### src/hdl/imm_pkg.sv
// ----------------------------------------------------------------------------
// imm_pkg: shared types and constants of the int8 matrix multiply tile
// Lane count, operand and accumulator widths, and the step control bundle
// passed from the input stage to the MAC cells.
// ----------------------------------------------------------------------------
package imm_pkg;

    // Operand lanes per side and derived index width
    localparam int LANES = 4;
    localparam int IDX_W = 2;
    localparam int CELLS = LANES * LANES;

    // Operand and sum widths
    localparam int A_W   = 8;
    localparam int B_W   = 8;
    localparam int ACC_W = 32;
    localparam int PRD_W = A_W + B_W + 1;

    typedef logic        [ACC_W-1:0] t_acc;
    typedef logic        [A_W-1:0]   t_a;
    typedef logic signed [B_W-1:0]   t_b;

    // Step control from the input stage to every cell
    typedef struct packed {
        logic adv;   // step leaves the input register this cycle
        logic last;  // step closes the tile: clear after adding
    } t_step;

endpackage

### src/hdl/imm_mac.sv
// ----------------------------------------------------------------------------
// imm_mac: one multiply-accumulate cell of the output-stationary tile
// Adds a(u8) * b(s8) into a wrapping 32-bit accumulator; the updated sum is
// exposed so the drain buffer can capture it on the closing step.
// ----------------------------------------------------------------------------
module imm_mac
    import imm_pkg::*;
(
    input  logic  i_clk,
    input  logic  i_rst_n,
    input  t_step i_step,
    input  t_a    i_a,
    input  t_b    i_b,
    output t_acc  o_sum
);

    t_acc                    r_acc;
    t_acc                    n_acc;
    logic signed [PRD_W-1:0] w_prod;

    // Unsigned A times signed B, sign-extended onto the running sum
    always_comb begin
        w_prod = PRD_W'($signed({1'b0, i_a})) * PRD_W'(i_b);
        o_sum  = r_acc + ACC_W'(w_prod);
        n_acc  = r_acc;
        if (i_step.adv) begin
            n_acc = i_step.last ? '0 : o_sum;
        end
    end

    always_ff @(posedge i_clk) begin
        if (!i_rst_n) begin
            r_acc <= '0;
        end else begin
            r_acc <= n_acc;
        end
    end

endmodule

### src/hdl/imm_drain.sv
// ----------------------------------------------------------------------------
// imm_drain: result buffer and row-major drain of a finished tile
// Captures all sums of a closed tile at once and sends them one transaction
// per cycle while the sink is ready, marking the final one with tlast.
// ----------------------------------------------------------------------------
module imm_drain
    import imm_pkg::*;
#(
    parameter int ACT_ROWS = 4,
    parameter int ACT_COLS = 4
) (
    input  logic        i_clk,
    input  logic        i_rst_n,
    input  logic        i_load,
    input  t_acc        i_sums [CELLS],
    output logic        o_free,
    output logic        m_axis_tvalid,
    input  logic        m_axis_tready,
    output logic [39:0] m_axis_tdata,   // [1:0] out_row, [3:2] out_col,
                                        // [35:4] sum_value, [39:36] zero
    output logic        m_axis_tlast    // last_result
);

    localparam logic [IDX_W-1:0] LAST_ROW = IDX_W'(ACT_ROWS - 1);
    localparam logic [IDX_W-1:0] LAST_COL = IDX_W'(ACT_COLS - 1);

    t_acc             r_buf [CELLS];
    logic             r_busy;
    logic [IDX_W-1:0] r_row;
    logic [IDX_W-1:0] r_col;
    logic             n_busy;
    logic [IDX_W-1:0] n_row;
    logic [IDX_W-1:0] n_col;
    logic             w_hs;
    logic             w_final;

    assign w_hs    = r_busy && m_axis_tready;
    assign w_final = (r_row == LAST_ROW) && (r_col == LAST_COL);
    assign o_free  = !r_busy || (w_hs && w_final);

    // Advance the row-major position, restart on a new tile
    always_comb begin
        n_busy = r_busy;
        n_row  = r_row;
        n_col  = r_col;
        if (i_load) begin
            n_busy = 1'b1;
            n_row  = '0;
            n_col  = '0;
        end else if (w_hs) begin
            if (w_final) begin
                n_busy = 1'b0;
            end else if (r_col == LAST_COL) begin
                n_col = '0;
                n_row = r_row + IDX_W'(1);
            end else begin
                n_col = r_col + IDX_W'(1);
            end
        end
    end

    always_ff @(posedge i_clk) begin
        if (!i_rst_n) begin
            r_busy <= 1'b0;
            r_row  <= '0;
            r_col  <= '0;
        end else begin
            r_busy <= n_busy;
            r_row  <= n_row;
            r_col  <= n_col;
        end
    end

    // Capture the whole tile on the closing step
    always_ff @(posedge i_clk) begin
        if (i_load) begin
            r_buf <= i_sums;
        end
    end

    assign m_axis_tvalid = r_busy;
    assign m_axis_tlast  = r_busy && w_final;
    assign m_axis_tdata  = {4'b0000, r_buf[{r_row, r_col}], r_col, r_row};

    // A tile is only captured when the buffer is free
    a_load_free: assert property (@(posedge i_clk) disable iff (!i_rst_n)
        i_load |-> o_free)
        else $error("tile captured while buffer busy");

    // A capture starts the drain at row 0, column 0
    a_load_start: assert property (@(posedge i_clk) disable iff (!i_rst_n)
        i_load |=> (m_axis_tvalid && r_row == '0 && r_col == '0))
        else $error("drain did not restart at origin");

    // Final transaction without a new tile empties the buffer
    a_final_idle: assert property (@(posedge i_clk) disable iff (!i_rst_n)
        (m_axis_tvalid && m_axis_tready && m_axis_tlast && !i_load) |=> !m_axis_tvalid)
        else $error("drain continued past last result");

    // Position never leaves the active tile
    a_in_tile: assert property (@(posedge i_clk) disable iff (!i_rst_n)
        m_axis_tvalid |-> (r_row <= LAST_ROW && r_col <= LAST_COL))
        else $error("drain position outside tile");

endmodule

### src/hdl/int8_matrix_multiply_tile.sv
// A tile's sums enter the drain buffer as its closing step leaves the input register.
// One reduction step per cycle; sums leave one per cycle while the sink is ready.
// A closing step waits in the input register while the previous tile still drains
// from the output buffer; other steps keep flowing.
// Reset (synchronous, active low) clears all accumulators and empties both stages.
// ----------------------------------------------------------------------------
// int8_matrix_multiply_tile: output-stationary u8 x s8 GEMM tile, int32 sums
// Registers one reduction step, adds its outer product into the MAC cells and
// hands the finished tile to the drain buffer on the step marked last.
// ----------------------------------------------------------------------------
module int8_matrix_multiply_tile
    import imm_pkg::*;
#(
    parameter int TILE_ROWS = 4,
    parameter int TILE_COLS = 4
) (
    input  logic        i_clk,
    input  logic        i_rst_n,
    input  logic        s_axis_tvalid,
    output logic        s_axis_tready,
    input  logic [63:0] s_axis_tdata,   // a_col_0..a_col_3, b_row_0..b_row_3,
                                        // 8 bits each from the lowest bit up
    input  logic        s_axis_tlast,   // last_step
    output logic        m_axis_tvalid,
    input  logic        m_axis_tready,
    output logic [39:0] m_axis_tdata,   // out_row(2), out_col(2), sum_value(32), zero(4)
    output logic        m_axis_tlast    // last_result
);

    localparam int ACT_ROWS = (TILE_ROWS < 1) ? 1 : ((TILE_ROWS > LANES) ? LANES : TILE_ROWS);
    localparam int ACT_COLS = (TILE_COLS < 1) ? 1 : ((TILE_COLS > LANES) ? LANES : TILE_COLS);

    logic  r_in_valid;
    logic  r_last;
    t_a    r_a [LANES];
    t_b    r_b [LANES];
    logic  w_free;
    t_step w_step;
    t_acc  w_sums [CELLS];

    // Step leaves the input register unless it closes a tile the buffer cannot take
    assign w_step.adv  = r_in_valid && (!r_last || w_free);
    assign w_step.last = r_last;
    assign s_axis_tready = !r_in_valid || w_step.adv;

    always_ff @(posedge i_clk) begin
        if (!i_rst_n) begin
            r_in_valid <= 1'b0;
        end else if (s_axis_tready) begin
            r_in_valid <= s_axis_tvalid;
        end
    end

    // Hold the operand slices for the MAC cells
    always_ff @(posedge i_clk) begin
        if (s_axis_tvalid && s_axis_tready) begin
            r_last <= s_axis_tlast;
            for (int i = 0; i < LANES; i++) begin
                r_a[i] <= s_axis_tdata[i*A_W +: A_W];
                r_b[i] <= s_axis_tdata[LANES*A_W + i*B_W +: B_W];
            end
        end
    end

    // One MAC cell per active tile element
    for (genvar gr = 0; gr < LANES; gr++) begin : g_row
        for (genvar gc = 0; gc < LANES; gc++) begin : g_col
            if (gr < ACT_ROWS && gc < ACT_COLS) begin : g_cell
                imm_mac u_mac (
                    .i_clk   (i_clk),
                    .i_rst_n (i_rst_n),
                    .i_step  (w_step),
                    .i_a     (r_a[gr]),
                    .i_b     (r_b[gc]),
                    .o_sum   (w_sums[gr*LANES + gc])
                );
            end else begin : g_none
                assign w_sums[gr*LANES + gc] = '0;
            end
        end
    end

    imm_drain #(
        .ACT_ROWS (ACT_ROWS),
        .ACT_COLS (ACT_COLS)
    ) u_drain (
        .i_clk         (i_clk),
        .i_rst_n       (i_rst_n),
        .i_load        (w_step.adv && w_step.last),
        .i_sums        (w_sums),
        .o_free        (w_free),
        .m_axis_tvalid (m_axis_tvalid),
        .m_axis_tready (m_axis_tready),
        .m_axis_tdata  (m_axis_tdata),
        .m_axis_tlast  (m_axis_tlast)
    );

endmodule

### config.mk
export PLATFORM = sky130hd
export DESIGN_NAME = int8_matrix_multiply_tile
export DESIGN_NICKNAME = d
export VERILOG_FILES = /design/src/hdl/imm_pkg.sv /design/src/hdl/imm_mac.sv /design/src/hdl/imm_drain.sv /design/src/hdl/int8_matrix_multiply_tile.sv
export SDC_FILE = /design/constraint.sdc
export NUM_CORES = 2
export LEC_CHECK = 0
export BUFFER_PORTS_ARGS = -buffer_cell sky130_fd_sc_hd__buf_2
export CAP_MARGIN = 20
export CORE_ASPECT_RATIO = 2
export CORE_MARGIN = 3
export CORE_UTILIZATION = 45
export CTS_CLUSTER_SIZE = 25
export DETAILED_ROUTE_END_ITERATION = 7
export PLACE_DENSITY = 0.67
export SLEW_MARGIN = 0
export SYNTH_ARGS = -nofsm -noshare
export SYNTH_HDL_FRONTEND = slang
export SYNTH_SLANG_ARGS = --single-unit
### constraint.sdc
create_clock -name i_clk -period 26 [get_ports i_clk]
set_clock_uncertainty 0.05 [all_clocks]
set_input_delay 2.6 -clock i_clk [delete_from_list [all_inputs] [get_ports i_clk]]
set_output_delay 2.6 -clock i_clk [all_outputs]
set_load 0.05 [all_outputs]
## After elaboration in Yosys (flattened, before gate mapping)

Memories as Yosys holds them, arrays and structs flattened.
Index checks and enable logic that the tools add are counted.

| cells by class | value |
|---|---|
| add/sub/neg operators | 18 |
| multipliers | 16 |
| $lt $le $gt $ge | 1 |
| eq/ne operators | 2 |
| muxes and demuxes | 25 |
| bitwise logic cells | 3 |
| reduce and logical (&&, ||, !) cells | 19 |

Operators with widths:

| cell | number |
|---|---|
| 2-to-1 mux 32 bit | 18 |
| adder 32 bit | 16 |
| multiplier 9 x 8 -> 17 bit | 16 |
| binary-select mux 32 bit (select 4 bit) | 1 |
| logical AND 1 bit | 7 |
| greater-or-equal comparator 5 bit, second input constant | 1 |
| 2-to-1 mux 1 bit | 5 |
| NOT 4 -> 5 bit | 1 |
| adder 2 x 1 -> 2 bit, second input constant | 2 |
| equality test 2 bit, second input constant | 2 |
| AND reduction 2 bit | 2 |
| nonzero test 2 bit | 2 |
| logical NOT 1 bit | 3 |
| logical OR 1 bit | 3 |
| AND reduction 3 bit | 1 |
| 2-to-1 mux 2 bit | 1 |
| NOT 1 bit | 2 |
| OR reduction 2 bit | 1 |

| storage, ports and cells | value |
|---|---|
| flip-flop bits (word level) | 1031 |
| bits in writable memories | 64 |
| input port bits | 69 |
| output and inout port bits | 43 |
| word-level logic and storage cells | 123 |
| memories | 2 |

Memories:

| memory | depth | bits a word | rd ports | clocked after memory_dff | write ports | RTL line | RTL |
|---|---|---|---|---|---|---|---|
| r_a | 4 | 8 | 4 | 0 | 4 | int8_matrix_multiply_tile.sv:35 | `t_a r_a [LANES];` |
| r_b | 4 | 8 | 4 | 0 | 4 | int8_matrix_multiply_tile.sv:36 | `t_b r_b [LANES];` |

## Logic depth before layout (Yosys ltp)

| logic depth | value |
|---|---|
| depth after elaboration | 10 |
| depth in mapped cells | 33 |
| gate-level depth less buffers | 32 |

## Modules after synthesis

Synthesis repeated with hierarchy kept, for this count alone.

| second synthesis, totals | value |
|---|---|
| cell total of the unflattened synthesis | 10821 |
| area total of the unflattened synthesis | 103445.5 µm² |

By module, submodules not included:

| module | instances | cells each | area each (µm²) | sequential area each (µm²) |
|---|---|---|---|---|
| imm_mac (g_row[0].g_col[0].g_cell.u_mac ...) | 5 | 626 | 5131.2 | 640.6 |
| imm_mac (g_row[2].g_col[2].g_cell.u_mac ...) | 5 | 615 | 5102.4 | 640.6 |
| imm_drain | 1 | 815 | 19383.6 | 15474.8 |
| imm_mac (g_row[2].g_col[0].g_cell.u_mac ...) | 2 | 616 | 5106.1 | 640.6 |
| imm_mac (g_row[1].g_col[1].g_cell.u_mac) | 1 | 634 | 5316.3 | 640.6 |
| imm_mac (g_row[1].g_col[2].g_cell.u_mac) | 1 | 631 | 5178.7 | 640.6 |
| imm_mac (g_row[3].g_col[3].g_cell.u_mac) | 1 | 624 | 5134.9 | 640.6 |
| imm_mac (g_row[1].g_col[3].g_cell.u_mac) | 1 | 607 | 5017.3 | 640.6 |
| int8_matrix_multiply_tile | 1 | 73 | 2034.5 | 1971.9 |

## Least setup slack after synthesis

No wires, ideal clock.

| timing path | value |
|---|---|
| path type | input to register |
| start point | input port m_axis_tready |
| end point | register u_drain.r_buf[0] (netlist bit) (enable) |
| setup time | 1.402 ns |
| arrival | 24.683 ns |
| required time | 24.548 ns |
| slack | -0.135 ns |
| cell stages on the path | 7 |
| path buffers | 3 |
| cell sequence | a31oi_1 > nand2_1 > nand2_1 > clkbuf_1 > clkbuf_1 > buf_1 > nor2_1 |

| on the way | value |
|---|---|
| word-level cells in the longest chain between the ends | 6 |

Ends and longest elaborated chain:

| item | RTL line | RTL |
|---|---|---|
| from (decl) | int8_matrix_multiply_tile.sv:25 | `input logic m_axis_tready,` |
| logical AND 1 bit | imm_drain.sv:37 | `assign w_hs = r_busy && m_axis_tready;` |
| logical AND 1 bit | imm_drain.sv:39 | `assign o_free = !r_busy \|\| (w_hs && w_final);` |
| logical OR 1 bit | imm_drain.sv:39 |  |
| logical OR 1 bit | int8_matrix_multiply_tile.sv:42 | `assign w_step.adv = r_in_valid && (!r_last \|\| w_free);` |
| logical AND 1 bit | int8_matrix_multiply_tile.sv:42 |  |
| logical AND 1 bit | int8_matrix_multiply_tile.sv:89 | `.i_load (w_step.adv && w_step.last),` |
| net u_drain.i_load | imm_drain.sv:14 | `input logic i_load,` |
| to (signal assigned) | imm_drain.sv:77 | `r_buf <= i_sums;` |
| to (decl) | imm_drain.sv:27 | `t_acc r_buf [CELLS];` |

The timed path passes the listed nets, and every way through them passes these cells.
A chain may end at the register's enable or synchronous reset.

==> results_dict.tcl <==
set metrics [dict create \
    crit_arrival_ns 8.90 \
    syn_to_final_growth_pct 7.457 \
    clkLatencyLatePin_ns 0.79 \
    cap_violations 0 \
    die_h_microns 669.3 \
    grt_pass1_vias 78190 \
    drive_gt1_share_pct 6.243 \
    initialDrtViolationCount 5553 \
    final-setup-viol-count 0 \
    avgSynthCellArea_sq_um 9.767 \
    wl_per_cell_microns 22.93 \
    worstSetupEndpointType "flop" \
    finalNetCount 11904 \
    max_stage_delay_ns 0.85 \
    ys.flop_type "edfxtp_1" \
    hold_path.class "flop to flop" \
    vdd_ir_drop_max_mv 0.06652 \
    synth_cells 10135 \
    vias_per_cell 5.838 \
    timing.fmax_mhz 120.5 \
    tightest_slew_ns 1.111 \
    power_leakage_nw 48.39 \
    cts_tree "built" \
    critical_path.top_delay_family "adder cells" \
    start_kind "flop" \
    die-area_sq_mm 0.2260 \
    setup_slack_ns 17.70 \
    rows 242 \
    powerDensity_mw_per_mm2 93.79 \
    path_clk_slew_ns 0.08 \
    ctsResizeCount 0 \
    synth_cell_types 81 \
    fin_crit_ns 8.300 \
    grt_first_pass_wirelength_mm 452.3 \
    synth-seq-cells 1095 \
    ant_nets 0 \
    start_util_pct 45.40 \
    io_pins 112 \
    grt_antenna_before_repair 13 \
    yosysSeqAreaShare_pct 27.98 \
    post_cts_buffers 0 \
    outcome "completed" \
    async_reset_ff_share_pct 0 \
    regArea_sq_mm 0.02771 \
    syn-cell-area_sq_mm 0.09898 \
    die_w_microns 337.6 \
    worst-path-max-fanout 18 \
    cts_buffer_depth 3 \
    period_share_pct 31.92 \
    route.detailed.drc 0 \
    slew_viol_final 0 \
    overflow 0 \
    crit_type "flop to flop" \
    critPathBufInv 6 \
    rsz0062_at_grt "false" \
    fillers 20058 \
    required_ns 26.60 \
    wl_mm 296.2 \
    hold_viol_final 0 \
    tns_ns 0 \
    cts.htree.levels 3 \
    relSlewSlack_pct 25.59 \
    postCtsHoldBufs 0 \
    num_vias 75430 \
    grt_max_degree 139 \
    dpl_worst_slack_ns 17.73 \
    grt_usage_pct 26.01 \
    cts_made_buffers 111 \
    multiInputGateArea_sq_mm 0.06529 \
    cpMaxStageDelayCell "xnor2_2" \
    synth_edf_count 577 \
    numPortBuffers 107 \
    cts_root_buf "clkbuf_16" \
    cts.sink_count 1095 \
    yosys_warnings 0 \
    gp_congestion 0.9382 \
    dr.pass1.iters 8 \
    hpwl_mm 224.9 \
    core_sq_mm 0.2180 \
]
==> synth_stat cells (all sizes together), types with 14 or more instances <==
master | number | area (sq um)
o31ai | 26 | 195.2
and2 | 679 | 4248
nand4 | 87 | 544.3
nand2b | 96 | 600.6
nor3b | 16 | 120.1
a211o | 18 | 157.7
and4 | 18 | 157.7
a22o | 273 | 2391
a41oi | 14 | 122.6
a31oi | 51 | 325.3
buf | 29 | 125.1
o21a | 68 | 510.5
xnor2 | 474 | 4151
a211oi | 39 | 292.8
a21o | 329 | 2470
mux4 | 160 | 3603
nand2 | 595 | 2233
a22oi | 174 | 1306
clkbuf | 440 | 1652
or3 | 42 | 262.8
fa | 608 | 12170
dfxtp | 518 | 10370
nor3 | 130 | 650.6
xor2 | 185 | 1620
nor2b | 263 | 1645
inv | 1148 | 4309
and3 | 52 | 325.3
ha | 1218 | 15240
a21oi | 595 | 2978
o211ai | 23 | 172.7
a21boi | 53 | 397.9
edfxtp | 577 | 17330
nor2 | 385 | 1445
nand3 | 125 | 625.6
nor4 | 14 | 87.58
a221oi | 18 | 157.7
o21bai | 127 | 953.4
o21ai | 287 | 1436
o41ai | 19 | 173.9
==> final timing paths <==
path / from / to / slack (ns) / cells after the start
max: r_b[0][7] / g_row[1].g_col[0].g_cell.u_mac.r_acc[31] / 17.70 / 28
min: g_row[0].g_col[0].g_cell.u_mac.r_acc[27] / g_row[0].g_col[0].g_cell.u_mac.r_acc[27] / 0.42 / 2
max reg2reg: r_b[0][7] / g_row[1].g_col[0].g_cell.u_mac.r_acc[31] / 17.70 / 28
min reg2reg: g_row[0].g_col[0].g_cell.u_mac.r_acc[27] / g_row[0].g_col[0].g_cell.u_mac.r_acc[27] / 0.42 / 2
==> cell families (layout without fill, tap and decap cells) <==
group,after synthesis,count (layout),synth area share (%)
compound gates,2236,2236,15.31
xor+xnor,659,659,5.831
fa+ha+maj,1826,1826,27.69
buf+inv,1618,1588,6.152
flops,1095,1095,27.98
mux,168,168,3.723
other cells,1,11,0.003788
simple gates,2532,2532,13.30
==> sequential cells by signal, indices dropped and copies added, names as in the netlist <==
register,flops
g_row.g_col.g_cell.u_mac.r_acc,512
r_a,32
r_b,32
r_in_valid,1
r_last,1
u_drain.m_axis_tvalid,1
u_drain.r_buf,512
u_drain.r_col,2
u_drain.r_row,2
==> final cells by class <==
type	count	area share (%)
inverter	1149	4.055
clock inverter	83	1.026
sequential	1095	26.05
multi-input combinational	7425	61.38
antenna	7	0.01647
clock buffer	129	2.769
tap	2806	3.301
timing repair buffer	227	1.399
==> per-layer routing <==
layer / vias up / global-route usage, % / wire length (microns)
met5: - / 0 / 0
met4: 0 / 20.23 / 27420
met3: 752 / 2.928 / 14840
met2: 2407 / 43.47 / 139500
met1: 37249 / 30.37 / 114500
li1: 35022 / - / -
==> worst min-delay path, stage by stage (launching register included) <==
cell	delay, ns
dfxtp_1	0.32
nand2_1	0.05
o31ai_1	0.05
==> where the power goes <==
part / leakage (nW) / internal, mW / switching, mW
Sequential: 9.55 / 2.23 / 0.109
Combinational: 36.9 / 2.21 / 3.61
Clock: 1.95 / 1.00 / 0.812
==> stage by stage <==
step                power (mW)  instances  instance area [sq um]  hold WS [ns]  util, %
finish                   9.976      12921                 106400        0.4154    48.79
CTS                      9.959      12913                 106300        0.4166    48.78
global route             10.68      12918                 106400        0.4302    48.79
detailed placement       8.094      12701                 102300        0.4025    46.92
floorplan                6.537      10138                  99000        0.3818        -
global placement         7.938      12699                 102300        0.3939    46.92
==> placed cells by master (no fill, tap or decap), types with 185 or more instances in the layout <==
cell type / n
a21oi_1: 595
edfxtp_1: 577
nor2_1: 383
nand2_1: 594
and2_1: 677
ha_1: 1218
o21ai_0: 285
a22o_1: 273
dfxtp_1: 513
xor2_1: 185
a21o_1: 329
nor2b_1: 263
xnor2_1: 469
fa_1: 608
inv_1: 1148
Power figures use the tool's default switching activity.
